[config.mk]
export PLATFORM = sky130hd
export DESIGN_NAME = interval_action_scheduler
export DESIGN_NICKNAME = d
export VERILOG_FILES = /design/src/rtl/core/ias_pkg.sv /design/src/rtl/core/interval_action_scheduler.sv /design/src/rtl/core/ias_front.sv /design/src/rtl/core/ias_back.sv
export VERILOG_INCLUDE_DIRS = /design/src /design/src/rtl/core
export SDC_FILE = /design/constraint.sdc
export NUM_CORES = 2
export LEC_CHECK = 0
export BUFFER_PORTS_ARGS = -buffer_cell sky130_fd_sc_hd__clkbuf_2
export CAP_MARGIN = 10
export CORE_ASPECT_RATIO = 0.8
export CORE_MARGIN = 1
export CORE_UTILIZATION = 38
export DETAILED_ROUTE_END_ITERATION = 8
export PLACE_DENSITY = 0.63
export SLEW_MARGIN = 0
export SYNTH_ARGS = -nofsm -noshare
export SYNTH_HDL_FRONTEND = slang
export SYNTH_SLANG_ARGS = --single-unit
[constraint.sdc]
create_clock -name clk_i -period 12.1 [get_ports clk_i]
set_clock_uncertainty 0.05 [all_clocks]
set_input_delay 2.42 -clock clk_i [delete_from_list [all_inputs] [get_ports clk_i]]
set_output_delay 2.42 -clock clk_i [all_outputs]
set_load 0.01 [all_outputs]
[src/rtl/core/interval_action_scheduler_defines.svh]
// ---------------------------------------------------------------------------
// interval action scheduler assertion macros
// shared assertion forms, clocked on clk_i and disabled in reset
// ---------------------------------------------------------------------------
`ifndef INTERVAL_ACTION_SCHEDULER_DEFINES_SVH
`define INTERVAL_ACTION_SCHEDULER_DEFINES_SVH

// invariant checked at every edge out of reset
`define IAS_ASSERT(lbl, prop, msg) \
  lbl: assert property (@(posedge clk_i) disable iff (!rst_ni) prop) else $error(msg);

// condition that must hold in the cycle after a trigger
`define IAS_ASSERT_NEXT(lbl, pre, post, msg) \
  lbl: assert property (@(posedge clk_i) disable iff (!rst_ni) (pre) |=> (post)) else $error(msg);

`endif

[src/rtl/core/ias_pkg.sv]
// ---------------------------------------------------------------------------
// ias_pkg
// types, constants and helpers shared by the interval action scheduler
// ---------------------------------------------------------------------------
package ias_pkg;

  localparam int SLOTS     = 4;
  localparam int MAX_STEPS = SLOTS - 1;
  localparam int IDX_W     = 2;
  localparam int LEN_W     = $clog2(SLOTS + 1);
  localparam int STEP_W    = 2;
  localparam int TIME_W    = 32;
  localparam int CHILD_W   = 3;
  localparam int QDEPTH    = 2;
  localparam int QCNT_W    = 2;

  localparam logic [CHILD_W-1:0] NO_CHILD = CHILD_W'(4);

  typedef enum logic [2:0] {
    OP_TIME,
    OP_SCHED,
    OP_DESCHED,
    OP_STOP,
    OP_SETUP,
    OP_BAD
  } op_e;

  typedef enum logic [2:0] {
    MODE_IDLE,
    MODE_SCHED,
    MODE_CHILD_SCHED,
    MODE_RUN,
    MODE_CHILD_RUN,
    MODE_PEND
  } mode_e;

  typedef enum logic [1:0] {
    RES_ACK,
    RES_START,
    RES_TICK,
    RES_STOP
  } res_e;

  typedef struct packed {
    op_e                op;
    logic [IDX_W-1:0]   slot;
    logic [TIME_W-1:0]  now;
    logic [TIME_W-1:0]  interval;
    logic [TIME_W-1:0]  duration;
    logic [TIME_W-1:0]  tick_after;
    logic [CHILD_W-1:0] child;
    logic               keep;
  } item_t;

  typedef struct packed {
    logic  valid;
    item_t item;
  } queue_t;

  function automatic logic link_ok(input logic [CHILD_W-1:0] c);
    return (c != NO_CHILD) && (c < CHILD_W'(SLOTS));
  endfunction

endpackage

[src/rtl/core/interval_action_scheduler.sv]
// ---------------------------------------------------------------------------
// interval_action_scheduler
// action slot scheduler: commands and time passes produce event items
// ---------------------------------------------------------------------------
// a command goes from the queue through the decode state to its acknowledge; schedule and
// deschedule pass through the chain state first, with one step per chained child
// a time pass visits each listed slot (start, or tick and stop checks, a chain step per child),
// then sweeps every slot for removal, walking each removed slot's chain, then emits pass-done
// the single sequencer in ias_back takes one item at a time; a two-entry queue buffers input
// reset is asynchronous: all slots non-active, settings zero, no child links, list empty
module interval_action_scheduler (
  input  logic                         clk_i,
  input  logic                         rst_ni,
  input  logic                         in_valid_i,
  output logic                         in_stall_o,
  input  logic [2:0]                   kind_i,
  input  logic [ias_pkg::IDX_W-1:0]    slot_i,
  input  logic [ias_pkg::TIME_W-1:0]   now_ms_i,
  input  logic [ias_pkg::TIME_W-1:0]   interval_ms_i,
  input  logic [ias_pkg::TIME_W-1:0]   duration_ms_i,
  input  logic [ias_pkg::TIME_W-1:0]   tick_after_ms_i,
  input  logic [ias_pkg::CHILD_W-1:0]  child_slot_i,
  input  logic                         keep_after_stop_i,
  output logic                         out_valid_o,
  input  logic                         out_stall_i,
  output logic [1:0]                   event_res_o,
  output logic [ias_pkg::IDX_W-1:0]    event_slot_o,
  output logic                         is_child_o,
  output logic                         accepted_o,
  output logic                         last_o
);

  ias_pkg::queue_t queue;
  logic            pop;

  ias_front u_front (
    .clk_i             (clk_i),
    .rst_ni            (rst_ni),
    .in_valid_i        (in_valid_i),
    .in_stall_o        (in_stall_o),
    .kind_i            (kind_i),
    .slot_i            (slot_i),
    .now_ms_i          (now_ms_i),
    .interval_ms_i     (interval_ms_i),
    .duration_ms_i     (duration_ms_i),
    .tick_after_ms_i   (tick_after_ms_i),
    .child_slot_i      (child_slot_i),
    .keep_after_stop_i (keep_after_stop_i),
    .queue_o           (queue),
    .pop_i             (pop)
  );

  ias_back u_back (
    .clk_i        (clk_i),
    .rst_ni       (rst_ni),
    .queue_i      (queue),
    .pop_o        (pop),
    .out_valid_o  (out_valid_o),
    .out_stall_i  (out_stall_i),
    .event_res_o  (event_res_o),
    .event_slot_o (event_slot_o),
    .is_child_o   (is_child_o),
    .accepted_o   (accepted_o),
    .last_o       (last_o)
  );

endmodule

[src/rtl/core/ias_front.sv]
// ---------------------------------------------------------------------------
// ias_front
// accepts items, decodes the kind and buffers them in a two-entry queue
// ---------------------------------------------------------------------------
`include "interval_action_scheduler_defines.svh"

module ias_front (
  input  logic                          clk_i,
  input  logic                          rst_ni,
  input  logic                          in_valid_i,
  output logic                          in_stall_o,
  input  logic [2:0]                    kind_i,
  input  logic [ias_pkg::IDX_W-1:0]     slot_i,
  input  logic [ias_pkg::TIME_W-1:0]    now_ms_i,
  input  logic [ias_pkg::TIME_W-1:0]    interval_ms_i,
  input  logic [ias_pkg::TIME_W-1:0]    duration_ms_i,
  input  logic [ias_pkg::TIME_W-1:0]    tick_after_ms_i,
  input  logic [ias_pkg::CHILD_W-1:0]   child_slot_i,
  input  logic                          keep_after_stop_i,
  output ias_pkg::queue_t               queue_o,
  input  logic                          pop_i
);

  ias_pkg::item_t              ent_q [ias_pkg::QDEPTH];
  ias_pkg::item_t              new_item;
  logic                        wr_ptr_q, rd_ptr_q;
  logic [ias_pkg::QCNT_W-1:0]  cnt_q;
  logic                        push, pop;

  always_comb begin
    unique case (kind_i)
      3'd0:    new_item.op = ias_pkg::OP_TIME;
      3'd1:    new_item.op = ias_pkg::OP_SCHED;
      3'd2:    new_item.op = ias_pkg::OP_DESCHED;
      3'd3:    new_item.op = ias_pkg::OP_STOP;
      3'd4:    new_item.op = ias_pkg::OP_SETUP;
      default: new_item.op = ias_pkg::OP_BAD;
    endcase
    new_item.slot       = slot_i;
    new_item.now        = now_ms_i;
    new_item.interval   = interval_ms_i;
    new_item.duration   = duration_ms_i;
    new_item.tick_after = tick_after_ms_i;
    new_item.child      = child_slot_i;
    new_item.keep       = keep_after_stop_i;
  end

  assign in_stall_o    = (cnt_q == ias_pkg::QCNT_W'(ias_pkg::QDEPTH));
  assign push          = in_valid_i && !in_stall_o;
  assign pop           = pop_i && (cnt_q != '0);
  assign queue_o.valid = (cnt_q != '0);
  assign queue_o.item  = ent_q[rd_ptr_q];

  always_ff @(posedge clk_i or negedge rst_ni) begin
    if (!rst_ni) begin
      wr_ptr_q <= 1'b0;
      rd_ptr_q <= 1'b0;
      cnt_q    <= '0;
    end else begin
      if (push) begin
        ent_q[wr_ptr_q] <= new_item;
        wr_ptr_q        <= !wr_ptr_q;
      end
      if (pop) begin
        rd_ptr_q <= !rd_ptr_q;
      end
      if (push && !pop) begin
        cnt_q <= cnt_q + 1'b1;
      end else if (pop && !push) begin
        cnt_q <= cnt_q - 1'b1;
      end
    end
  end

  `IAS_ASSERT(a_queue_bound, cnt_q <= ias_pkg::QCNT_W'(ias_pkg::QDEPTH), "queue count overflow")

endmodule

[src/rtl/core/ias_back.sv]
// ---------------------------------------------------------------------------
// ias_back
// sequencer that executes commands and time passes and emits result items
// ---------------------------------------------------------------------------
`include "interval_action_scheduler_defines.svh"

module ias_back (
  input  logic                        clk_i,
  input  logic                        rst_ni,
  input  ias_pkg::queue_t             queue_i,
  output logic                        pop_o,
  output logic                        out_valid_o,
  input  logic                        out_stall_i,
  output logic [1:0]                  event_res_o,
  output logic [ias_pkg::IDX_W-1:0]   event_slot_o,
  output logic                        is_child_o,
  output logic                        accepted_o,
  output logic                        last_o
);

  typedef enum logic [3:0] {
    S_IDLE,
    S_CMD,
    S_CHAIN,
    S_ACK,
    S_VISIT,
    S_TICK,
    S_STOPCHK,
    S_START_CH,
    S_STOP_CH,
    S_REMOVE,
    S_DONE
  } state_e;

  state_e                          state_q;
  ias_pkg::item_t                  cur_q;
  ias_pkg::mode_e                  mode_q     [ias_pkg::SLOTS];
  ias_pkg::mode_e                  chain_mode_q;
  logic [ias_pkg::TIME_W-1:0]      run_q      [ias_pkg::SLOTS];
  logic [ias_pkg::TIME_W-1:0]      stop_t_q   [ias_pkg::SLOTS];
  logic [ias_pkg::TIME_W-1:0]      intv_q     [ias_pkg::SLOTS];
  logic [ias_pkg::TIME_W-1:0]      dur_q      [ias_pkg::SLOTS];
  logic [ias_pkg::TIME_W-1:0]      tick_q     [ias_pkg::SLOTS];
  logic [ias_pkg::CHILD_W-1:0]     link_q     [ias_pkg::SLOTS];
  logic [ias_pkg::IDX_W-1:0]       order_q    [ias_pkg::SLOTS];
  logic [ias_pkg::SLOTS-1:0]       want_q, rm_q, keep_q;
  logic [ias_pkg::LEN_W-1:0]       len_q, rj_q;
  logic [ias_pkg::IDX_W-1:0]       idx_q;
  logic [ias_pkg::CHILD_W-1:0]     cur_c_q;
  logic [ias_pkg::STEP_W-1:0]      steps_q;
  logic                            ret_ack_q, ok_q;

  logic                            out_valid_q, child_q, acc_q, last_q;
  ias_pkg::res_e                   res_q;
  logic [ias_pkg::IDX_W-1:0]       eslot_q;

  logic [ias_pkg::IDX_W-1:0]       s_idx, a_idx, j_idx, key, pos, c_idx;
  logic                            found, link_go, out_free, can_go, tick_go, stop_go, last_visit;
  logic                            fire;
  logic [ias_pkg::TIME_W-1:0]      dstop, drun;

  always_comb begin
    s_idx = cur_q.slot;
    a_idx = order_q[idx_q];
    j_idx = rj_q[ias_pkg::IDX_W-1:0];
    c_idx = cur_c_q[ias_pkg::IDX_W-1:0];
    key   = (state_q == S_REMOVE) ? j_idx : s_idx;
    found = 1'b0;
    pos   = '0;
    for (int k = ias_pkg::SLOTS - 1; k >= 0; k--) begin
      if (ias_pkg::LEN_W'(k) < len_q && order_q[k] == key) begin
        found = 1'b1;
        pos   = ias_pkg::IDX_W'(k);
      end
    end
    link_go  = (steps_q < ias_pkg::STEP_W'(ias_pkg::MAX_STEPS)) && ias_pkg::link_ok(cur_c_q);
    out_free = !out_valid_q || !out_stall_i;
    dstop    = cur_q.now - stop_t_q[a_idx];
    drun     = cur_q.now - run_q[a_idx];
    can_go   = !want_q[a_idx] && (mode_q[a_idx] != ias_pkg::MODE_RUN) &&
               !((intv_q[a_idx] != '0) && (stop_t_q[a_idx] != '0) && (dstop < intv_q[a_idx]));
    tick_go  = (mode_q[a_idx] == ias_pkg::MODE_RUN) && (drun > tick_q[a_idx]);
    stop_go  = want_q[a_idx] ||
               ((mode_q[a_idx] == ias_pkg::MODE_RUN) && (dur_q[a_idx] != '0) &&
                (run_q[a_idx] != '0) && (drun >= dur_q[a_idx]));
    last_visit = (ias_pkg::LEN_W'(idx_q) + ias_pkg::LEN_W'(1)) == len_q;
    fire     = out_free &&
               ((state_q == S_ACK) || (state_q == S_DONE) || (state_q == S_STOP_CH) ||
                ((state_q == S_VISIT) && can_go) || ((state_q == S_TICK) && tick_go) ||
                ((state_q == S_START_CH) && link_go));
  end

  assign pop_o        = (state_q == S_IDLE) && queue_i.valid;
  assign out_valid_o  = out_valid_q;
  assign event_res_o  = res_q;
  assign event_slot_o = eslot_q;
  assign is_child_o   = child_q;
  assign accepted_o   = acc_q;
  assign last_o       = last_q;

  always_ff @(posedge clk_i or negedge rst_ni) begin
    if (!rst_ni) begin
      state_q      <= S_IDLE;
      out_valid_q  <= 1'b0;
      want_q       <= '0;
      rm_q         <= '0;
      keep_q       <= '0;
      len_q        <= '0;
      rj_q         <= '0;
      idx_q        <= '0;
      steps_q      <= '0;
      cur_c_q      <= ias_pkg::NO_CHILD;
      ret_ack_q    <= 1'b1;
      ok_q         <= 1'b0;
      chain_mode_q <= ias_pkg::MODE_IDLE;
      for (int k = 0; k < ias_pkg::SLOTS; k++) begin
        mode_q[k]   <= ias_pkg::MODE_IDLE;
        run_q[k]    <= '0;
        stop_t_q[k] <= '0;
        intv_q[k]   <= '0;
        dur_q[k]    <= '0;
        tick_q[k]   <= '0;
        link_q[k]   <= ias_pkg::NO_CHILD;
      end
    end else begin
      if (fire) begin
        out_valid_q <= 1'b1;
      end else if (!out_stall_i) begin
        out_valid_q <= 1'b0;
      end
      unique case (state_q)
        S_IDLE: begin
          if (queue_i.valid) begin
            cur_q   <= queue_i.item;
            state_q <= S_CMD;
          end
        end
        S_CMD: begin
          steps_q   <= '0;
          ret_ack_q <= 1'b1;
          unique case (cur_q.op)
            ias_pkg::OP_TIME: begin
              idx_q   <= '0;
              rj_q    <= '0;
              state_q <= (len_q == '0) ? S_REMOVE : S_VISIT;
            end
            ias_pkg::OP_SCHED: begin
              if (!found && mode_q[s_idx] == ias_pkg::MODE_IDLE &&
                  len_q < ias_pkg::LEN_W'(ias_pkg::SLOTS)) begin
                ok_q                                     <= 1'b1;
                mode_q[s_idx]                            <= ias_pkg::MODE_SCHED;
                order_q[len_q[ias_pkg::IDX_W-1:0]]       <= s_idx;
                len_q                                    <= len_q + 1'b1;
                cur_c_q                                  <= link_q[s_idx];
                chain_mode_q                             <= ias_pkg::MODE_CHILD_SCHED;
                state_q                                  <= S_CHAIN;
              end else begin
                ok_q    <= 1'b0;
                state_q <= S_ACK;
              end
            end
            ias_pkg::OP_DESCHED: begin
              if (found && mode_q[s_idx] != ias_pkg::MODE_RUN) begin
                ok_q          <= 1'b1;
                mode_q[s_idx] <= ias_pkg::MODE_IDLE;
                for (int k = 0; k < ias_pkg::SLOTS - 1; k++) begin
                  if (ias_pkg::IDX_W'(k) >= pos) order_q[k] <= order_q[k+1];
                end
                len_q         <= len_q - 1'b1;
                cur_c_q       <= link_q[s_idx];
                chain_mode_q  <= ias_pkg::MODE_IDLE;
                state_q       <= S_CHAIN;
              end else begin
                ok_q    <= 1'b0;
                state_q <= S_ACK;
              end
            end
            ias_pkg::OP_STOP: begin
              ok_q    <= found;
              state_q <= S_ACK;
              if (found) want_q[s_idx] <= 1'b1;
            end
            ias_pkg::OP_SETUP: begin
              ok_q          <= 1'b1;
              intv_q[s_idx] <= cur_q.interval;
              dur_q[s_idx]  <= cur_q.duration;
              tick_q[s_idx] <= cur_q.tick_after;
              link_q[s_idx] <= cur_q.child;
              keep_q[s_idx] <= cur_q.keep;
              state_q       <= S_ACK;
            end
            default: begin
              ok_q    <= 1'b0;
              state_q <= S_ACK;
            end
          endcase
        end
        S_CHAIN: begin
          if (link_go) begin
            mode_q[c_idx] <= chain_mode_q;
            cur_c_q       <= link_q[c_idx];
            steps_q       <= steps_q + 1'b1;
          end else begin
            state_q <= ret_ack_q ? S_ACK : S_REMOVE;
          end
        end
        S_ACK: begin
          if (out_free) begin
            res_q       <= ias_pkg::RES_ACK;
            eslot_q     <= s_idx;
            child_q     <= 1'b0;
            acc_q       <= ok_q;
            last_q      <= 1'b1;
            state_q     <= S_IDLE;
          end
        end
        S_VISIT: begin
          steps_q <= '0;
          cur_c_q <= link_q[a_idx];
          if (can_go) begin
            if (out_free) begin
              res_q         <= ias_pkg::RES_START;
              eslot_q       <= a_idx;
              child_q       <= 1'b0;
              acc_q         <= 1'b1;
              last_q        <= 1'b0;
              mode_q[a_idx] <= ias_pkg::MODE_RUN;
              run_q[a_idx]  <= cur_q.now;
              state_q       <= S_START_CH;
            end
          end else begin
            state_q <= S_TICK;
          end
        end
        S_TICK: begin
          if (!tick_go) begin
            state_q <= S_STOPCHK;
          end else if (out_free) begin
            res_q       <= ias_pkg::RES_TICK;
            eslot_q     <= a_idx;
            child_q     <= 1'b0;
            acc_q       <= 1'b1;
            last_q      <= 1'b0;
            state_q     <= S_STOPCHK;
          end
        end
        S_STOPCHK: begin
          if (stop_go) begin
            state_q <= S_STOP_CH;
          end else if (last_visit) begin
            state_q <= S_REMOVE;
          end else begin
            idx_q   <= idx_q + 1'b1;
            state_q <= S_VISIT;
          end
        end
        S_START_CH: begin
          if (link_go) begin
            if (out_free) begin
              res_q         <= ias_pkg::RES_START;
              eslot_q       <= c_idx;
              child_q       <= 1'b1;
              acc_q         <= 1'b1;
              last_q        <= 1'b0;
              mode_q[c_idx] <= ias_pkg::MODE_CHILD_RUN;
              cur_c_q       <= link_q[c_idx];
              steps_q       <= steps_q + 1'b1;
            end
          end else if (last_visit) begin
            state_q <= S_REMOVE;
          end else begin
            idx_q   <= idx_q + 1'b1;
            state_q <= S_VISIT;
          end
        end
        S_STOP_CH: begin
          if (out_free) begin
            res_q       <= ias_pkg::RES_STOP;
            acc_q       <= 1'b1;
            last_q      <= 1'b0;
            if (link_go) begin
              eslot_q       <= c_idx;
              child_q       <= 1'b1;
              mode_q[c_idx] <= ias_pkg::MODE_IDLE;
              cur_c_q       <= link_q[c_idx];
              steps_q       <= steps_q + 1'b1;
            end else begin
              eslot_q         <= a_idx;
              child_q         <= 1'b0;
              stop_t_q[a_idx] <= cur_q.now;
              mode_q[a_idx]   <= ias_pkg::MODE_PEND;
              rm_q[a_idx]     <= !keep_q[a_idx];
              want_q[a_idx]   <= 1'b0;
              if (last_visit) begin
                state_q <= S_REMOVE;
              end else begin
                idx_q   <= idx_q + 1'b1;
                state_q <= S_VISIT;
              end
            end
          end
        end
        S_REMOVE: begin
          if (rj_q == ias_pkg::LEN_W'(ias_pkg::SLOTS)) begin
            state_q <= S_DONE;
          end else begin
            rj_q <= rj_q + 1'b1;
            if (rm_q[j_idx]) begin
              rm_q[j_idx] <= 1'b0;
              if (found && mode_q[j_idx] != ias_pkg::MODE_RUN) begin
                mode_q[j_idx] <= ias_pkg::MODE_IDLE;
                for (int k = 0; k < ias_pkg::SLOTS - 1; k++) begin
                  if (ias_pkg::IDX_W'(k) >= pos) order_q[k] <= order_q[k+1];
                end
                len_q        <= len_q - 1'b1;
                cur_c_q      <= link_q[j_idx];
                steps_q      <= '0;
                chain_mode_q <= ias_pkg::MODE_IDLE;
                ret_ack_q    <= 1'b0;
                state_q      <= S_CHAIN;
              end
            end
          end
        end
        S_DONE: begin
          if (out_free) begin
            res_q       <= ias_pkg::RES_ACK;
            eslot_q     <= '0;
            child_q     <= 1'b0;
            acc_q       <= 1'b1;
            last_q      <= 1'b1;
            state_q     <= S_IDLE;
          end
        end
        default: begin
          state_q <= S_IDLE;
        end
      endcase
    end
  end

  `IAS_ASSERT(a_len_bound, len_q <= ias_pkg::LEN_W'(ias_pkg::SLOTS), "schedule list overflow")
  `IAS_ASSERT(a_marks_clear, (state_q == S_IDLE) |-> (rm_q == '0), "removal mark left after pass")
  `IAS_ASSERT_NEXT(a_done_last, (state_q == S_DONE) && out_free, out_valid_q && last_q, "pass end not last")

endmodule
---- After elaboration in Yosys (flattened, before gate mapping) ----
Memory sizes are Yosys's and may differ from the RTL's. A register that Yosys moved wholly into a read port is not among the register bits.
Cells that the tools add are included.
word-level totals
  memory bits (read-only) ................. 0
  memories kept ........................... 2
  output and inout bits ................... 9
  register bits after elaboration ......... 710
  bits of input ports ..................... 141
  word-level logic and storage cells ...... 536
  RAM bits ................................ 282
  latch bits .............................. 0
cells by class
  $lt $le $gt $ge ......................... 27
  bitwise operators ....................... 32
  divide/modulo/power cells ............... 0
  equality and inequality tests ........... 59
  muxes and demuxes ....................... 253
  shift-type cells ........................ 0
  multipliers ............................. 0
  reduce and logical (&&, ||, !) cells .... 104
  $add $sub $neg .......................... 10
memory list
  memory          words  width  read ports  clocked after memory_dff  write ports  RTL line         RTL
  u_front.ent_q   2      137    1           1                         1            ias_front.sv:24  ias_pkg::item_t ent_q [ias_pkg::QDEPTH];
  u_back.order_q  4      2      5           0                         3            ias_back.sv:45   logic [ias_pkg::IDX_W-1:0] order_q [ias_pkg::SLOTS];
operator list
  operator            count
  $bwmux 128          5
  $mux 32             12
  $bmux 32 s2         5
  $mux 12             12
  $demux 32 s2        2
  $reduce_bool 32->1  4
  $mux 3              39
  $mux 4              24
  $mux 2              39
  $pmux 12 s6         1
  $mux 1              71
  $sub 32x32->32      2
  $bmux 3 s2          7
  $logic_and 1x1->1   42
  $pmux 4 s10         1
  $and 12x12->12      3
  $not 12->12         3
  $pmux 3 s2          6
  $ge 32x32->1        1
  $gt 32x32->1        1
  $lt 32x32->1        1
  $ne 2x1->1 const B  15
  $bwmux 12           2
  $demux 3 s2         4
  other kinds (69)    183

---- Depth between registers and ports, before layout ----
  depth after elaboration ................. 19
  mapped depth ............................ 38
  gate-level depth less buffers ........... 27

---- Modules after synthesis ----
A second synthesis with hierarchy kept.
second synthesis, totals
  cell total of the unflattened synthesis .. 3,801
  area total of the unflattened synthesis .. 54,061.8 um^2
by module, submodules not included
  module     times used  area an instance (um^2)  seq. area each (um^2)  cells an instance
  ias_back   1           43,909.6                 22,013.6               3,353
  ias_front  1           10,152.2                 8,328.0                448

---- Worst setup path before layout ----
OpenSTA, ideal clock, no wires.
  kind .................................... in2reg
  start point ............................. input port in_valid_i
  end point ............................... memory u_front.ent_q[0][0] (netlist bit) (enable)
  setup slack ............................. 2.987 ns
  stages .................................. 3
  setup time .............................. 0.635 ns
  arrival ................................. 8.428 ns
  required time ........................... 11.415 ns
  cells stage by stage .................... nor2b_1 -> nand2_1 -> nor2_1
between the ends
  word-level cells in the longest chain between the ends .. 4
ends and longest elaborated chain
  what                                     RTL line                         RTL
  from (decl)                              interval_action_scheduler.sv:14  input logic in_valid_i,
  $logic_and 1x1->1                        ias_front.sv:49                  assign push = in_valid_i && !in_stall_o;
  $mux 1                                   ias_front.sv:60                  if (push) begin
  $logic_and 1x1->1 (not written as such)  ias_front.sv:61                  ent_q[wr_ptr_q] <= new_item;
  $mux 1 (not written as such)             ias_front.sv:61
  to (decl)                                ias_front.sv:24
No other way between the ends.

---- Worst setup path in the final report ----
  start point ............................. register u_back.idx_q[0] (netlist bit)
  end point ............................... register u_back.last_q, in the netlist u_back.last_o (enable)
between the ends
  word-level cells in the longest chain between the ends .. 12
ends and longest elaborated chain
  what                                                  RTL line                        RTL
  from (decl)                                           ias_back.sv:48                  logic [ias_pkg::IDX_W-1:0] idx_q;
  from (signal assigned)                                ias_back.sv:253                 idx_q <= idx_q + 1'b1;
  from (signal assigned)                                ias_back.sv:272                 idx_q <= idx_q + 1'b1;
  from (signal assigned)                                ias_back.sv:297                 idx_q <= idx_q + 1'b1;
  $mem_v2 4x2 *                                         -
  $not 2->3 (not written as such)                       -
  $bmux 32 s2 (on tied branches)                        ias_back.sv:78, ias_back.sv:81
  $mux 32 (on tied branches) (2 in a row)               ias_back.sv:78, ias_back.sv:81
  $sub 32x32->32 or $reduce_bool 32->1 (tied branches)  ias_back.sv:78, ias_back.sv:81
  $lt 32x32->1 or $logic_and 1x1->1 (tied branches)     ias_back.sv:81                  !((intv_q[a_idx] != '0) && (stop_t_q[a_idx] != '0) && (dstop < intv_q[a_idx]));
  $logic_and 1x1->1                                     ias_back.sv:81
  $logic_not 1->1                                       ias_back.sv:81
  $logic_and 1x1->1                                     ias_back.sv:80                  can_go = !want_q[a_idx] && (mode_q[a_idx] != ias_pkg::MODE_RUN) &&
  $ne 2x1->1 (no source line)                           -
  $reduce_and 6->1 (no source line) *                   -
  to (signal assigned)                                  ias_back.sv:213                 last_q <= 1'b1;
  to (signal assigned)                                  ias_back.sv:226                 last_q <= 1'b0;
  to (signal assigned)                                  ias_back.sv:243                 last_q <= 1'b0;
  to (decl)                                             ias_back.sv:53                  logic out_valid_q, child_q, acc_q, last_q;
Mark *: on every way between the ends. The rest lies on a longest branch, timed or not. The select of a mux whose other input is x is not followed.
A chain may end at the register's enable or synchronous reset.

==> results by group <==
STA
  – Fin crit period: 9.009 ns
  – TNS Setup: 0 ns
  – RSZ-0062 raised after global routing: false
  – Final Hold Viols: 0
  – Rel. slew slack: 0.1871
  – Fmax: 111.0 MHz
  – Least-Margin Pin Slew: 1.204 ns
  – Slew Viols, Final: 0
  – Tcrit/Tclk final: 0.7446
  – Setup-violating endpoint count in the final report: 0

Routing
  – Vias/cell: 5.342
  – Final ANT Viol Nets: 0
  – Vias: 30520
  – DRC viols: 0
  – Final WL: 122500 µm
  – TritonRoute pass-1 iters: 6
  – 1st-iter DRT viols: 2114
  – Wirelength per Cell: 21.44 µm

Setup path
  – CP Capture Type: flip-flop
  – Worst EP required: 12.46 ns
  – CP Class: reg2reg
  – Most numerous cell on the critical path: a21o_1
  – Slowest CP cell: mux4_4
  – Largest fanout on the critical path: 76
  – Worst setup SP type: flip-flop
  – Arrival time worst endpoint: 9.37 ns
  – Slowest stage delay, CP: 0.86 ns

Logic synthesis
  – EDFF count, synth: 426
  – Yosys cell types: 74
  – Largest family of logic cells by synthesized area: multiplexers
  – Syn Nets: 3913
  – Yosys reg bits: 1127
  – Number of cells produced by synthesis: 3601
  – Post-Synth Adder-Cell Area: 0.04094
  – Post-Synth Simple-Gate Area: 0.04224
  – Synthesized area per cell: 14.68 µm²
  – Mux contribution to synthesized area: 0.2527
  – Compound-Gate Fraction of Synth Area: 0.05083
  – Synth Warn #: 0
  – Syn Std Cell Area: 52870 µm²
  – Synth async-reset ratio: 0.6220
  – Seq/Total Area, Yosys: 0.5739
  – Most common flop cell mapped by yosys: dfrtp_1
  – XOR/XNOR Fraction of Synth Area: 0.01259

Global routing
  – Met2 usage: 0.2627
  – Grt peak-use layer: met2
  – Gr ovfl total: 0
  – First-pass GRT wire length: 190200 µm
  – Vias in the first global route: 31120
  – GRT Util Overall: 0.1752
  – GR met3 Demand/Resource: 0.04045
  – M1 GR Usage: 0.2534
  – Largest net degree at the start of global routing: 179
  – Initial antenna violation count: 2

Power and ir drop
  – NetSw: 0.004564 W
  – Power per cell area: 231.9 nW/µm²
  – Power share of the combinational group: 0.329
  – Flop pwr share: 0.411
  – Static Leak: 25.16 nW
  – Clock Power Share: 0.260
  – Sw Share: 0.3309
  – Internal: 0.009228 W
  – Maximum vdd drop: 0.1505 mV

CTS
  – Setup repair bufs after CTS: 0
  – Clk sinks: 1127
  – Clk buf depth: 3
  – Root cell of the clock tree: clkbuf_16
  – CTS resizes: 0
  – H-tree level count: 3
  – CTS Buf Count: 114
  – Clk Latency, worst-skew pair: 0.76 ns
  – Hold_buf cts: 0
  – Clock transition at path regs: 0.06 ns
  – CTS tree: done

Layout
  – Commonest non-fill, non-tap cell in the layout: mux2_2
  – Fraction of layout cells with a size suffix above 1: 0.3308
  – Final core utilization: 0.4306
  – Commonest cells after routing, fill and taps aside: mux2_2, dfrtp_1, edfxtp_1, inv_1, ha_1
  – Number of diodes: 0
  – # nets final: 4066
  – Synth-to-Final Area Change: 12.51%

Die
  – Area of the core: 138100 µm²
  – Initial Util: 0.3827
  – Die H: 335.6 µm
  – Row count: 122
  – Die area: 140600 µm²
  – DIE WIDTH: 419.0 µm
  – I/O pin cnt: 150

Job
  – Max-Cap Viols: 0

Placed design
  – RD Place Congestion: 0.9203
  – Port buffer count: 149
  – Detailed placement HPWL: 81640 µm

Outcome
  – Run status: complete, no violations

Worst hold path
  – Hold crit path type: reg2reg
## metrics by stage
stage / area [µm²] / power [W] / instances / setup slack [ns] / hold WS, ns
floorplan: 52870 / 0.008888 / 3601 / 2.987 / 0.3810
global placement: 55660 / 0.01016 / 5498 / 3.424 / 0.4033
detailed placement: 55660 / 0.01026 / 5498 / 3.274 / 0.3996
CTS: 59480 / 0.01390 / 5714 / 3.210 / 0.4161
global route: 59480 / 0.01463 / 5714 / 2.332 / 0.4335
finish: 59480 / 0.01379 / 5714 / 3.091 / 0.4090
## path summary, 6_finish.rpt
kind                            slack (ns)                              to                          from  cells past startpoint
worst max-delay path                  3.09     u_back.last_o$_SDFFCE_PN1P_   u_back.idx_q[0]$_DFFE_PN0P_                     26
worst min-delay path                  0.41      u_back.rm_q[2]$_DFFE_PN0P_  u_back.keep_q[2]$_DFFE_PN0P_                      1
worst max register to register        3.09     u_back.last_o$_SDFFCE_PN1P_   u_back.idx_q[0]$_DFFE_PN0P_                     26
worst min register to register        0.41      u_back.rm_q[2]$_DFFE_PN0P_  u_back.keep_q[2]$_DFFE_PN0P_                      1
max in group asynchronous             7.30  u_back.intv_q[101]$_DFFE_PN0P_                        rst_ni                      4
min in group asynchronous             1.62   u_back.dur_q[123]$_DFFE_PN0P_                        rst_ni                      1
## logic make-up (layout without fill, tap and decap cells)
group	Yosys count	in the layout
flops	1127	1127
mux	1037	1037
simple gates	446	446
compound gates	413	413
buf+inv	330	583
fa+ha+maj	172	172
xor+xnor	76	76
## worst max-delay path, delay by kind of cell (launching register included)
family	cells	cell delay (ns)
compound gates	15	4.23
mux	2	1.46
simple gates	4	0.93
buf+inv	2	0.64
fa+ha+maj	2	0.59
flops	1	0.50
xor+xnor	1	0.17
## synthesized netlist by cell type, drive strengths merged (9+ instances only)
| cell type | count | area, µm² |
|---|---|---|
| o21ai | 92 | 460.4 |
| mux4 | 156 | 3513 |
| nand2b | 15 | 93.84 |
| a21oi | 111 | 555.5 |
| ha | 169 | 2115 |
| xnor2 | 54 | 473.0 |
| or3 | 9 | 56.30 |
| nand3 | 34 | 220.2 |
| and3 | 11 | 68.82 |
| a211oi | 11 | 87.58 |
| nor3 | 33 | 165.2 |
| nor2 | 119 | 446.7 |
| dfrtp | 695 | 17390 |
| a31oi | 16 | 100.1 |
| nor4 | 35 | 219.0 |
| nor2b | 21 | 131.4 |
| clkbuf | 100 | 375.4 |
| mux2i | 61 | 610.6 |
| inv | 174 | 653.1 |
| xor2 | 22 | 192.7 |
| mux2 | 820 | 9234 |
| o21bai | 9 | 67.56 |
| o21a | 17 | 127.6 |
| a21o | 61 | 457.9 |
| edfxtp | 426 | 12790 |
| buf | 56 | 391.6 |
| nand2 | 105 | 394.1 |
| nand4 | 33 | 206.5 |
| o22ai | 9 | 56.30 |
## power by group through the flow
| stage | Clock, W | Sequential (W) | Combinational (W) |
|---|---|---|---|
| final | 0.00358 | 0.00567 | 0.00454 |
| after CTS | 0.00369 | 0.00567 | 0.00455 |
| after global placement | 0 | 0.00570 | 0.00446 |
| after detailed placement | 0 | 0.00573 | 0.00452 |
| after floorplan | 0 | 0.00547 | 0.00342 |
| after global routing | 0.00384 | 0.00579 | 0.00499 |
## routing by layer
metal  wire, µm  vias to the layer above  part of all wire
li1           -                    13860                 -
met4       2914                        2             0.024
met2      54580                      719              0.45
met3       7782                      186             0.064
met1      57190                    15760              0.47
met5         14                        -           0.00011
## state kept, by name, summed over array words and instances, names as in the netlist, 3 cells and up, named ones only
signal	flops
u_back.keep_q	4
u_back.want_q	4
u_front.ent_q	274
u_back.link_q	12
u_back.rj_q	3
u_back.order_q	8
u_back.mode_q	8
u_back.cur_c_q	3
u_back.tick_q	128
u_back.intv_q	128
u_back.run_q	128
u_back.rm_q	4
u_back.len_q	3
u_back.cur_q	135
u_back.state_q	4
u_back.dur_q	128
u_back.stop_t_q	128
## final cells by class
type	instances	area, µm²
clock inverters	57	663.1
inverters	174	653.1
clock buffers	159	3163
well taps	1860	2327
multi-input cells	2144	21200
flip-flops and latches	1127	30350
repair buffers	193	1136
fillers	12550	78660
No activity file was read; power rests on OpenSTA's default activity.
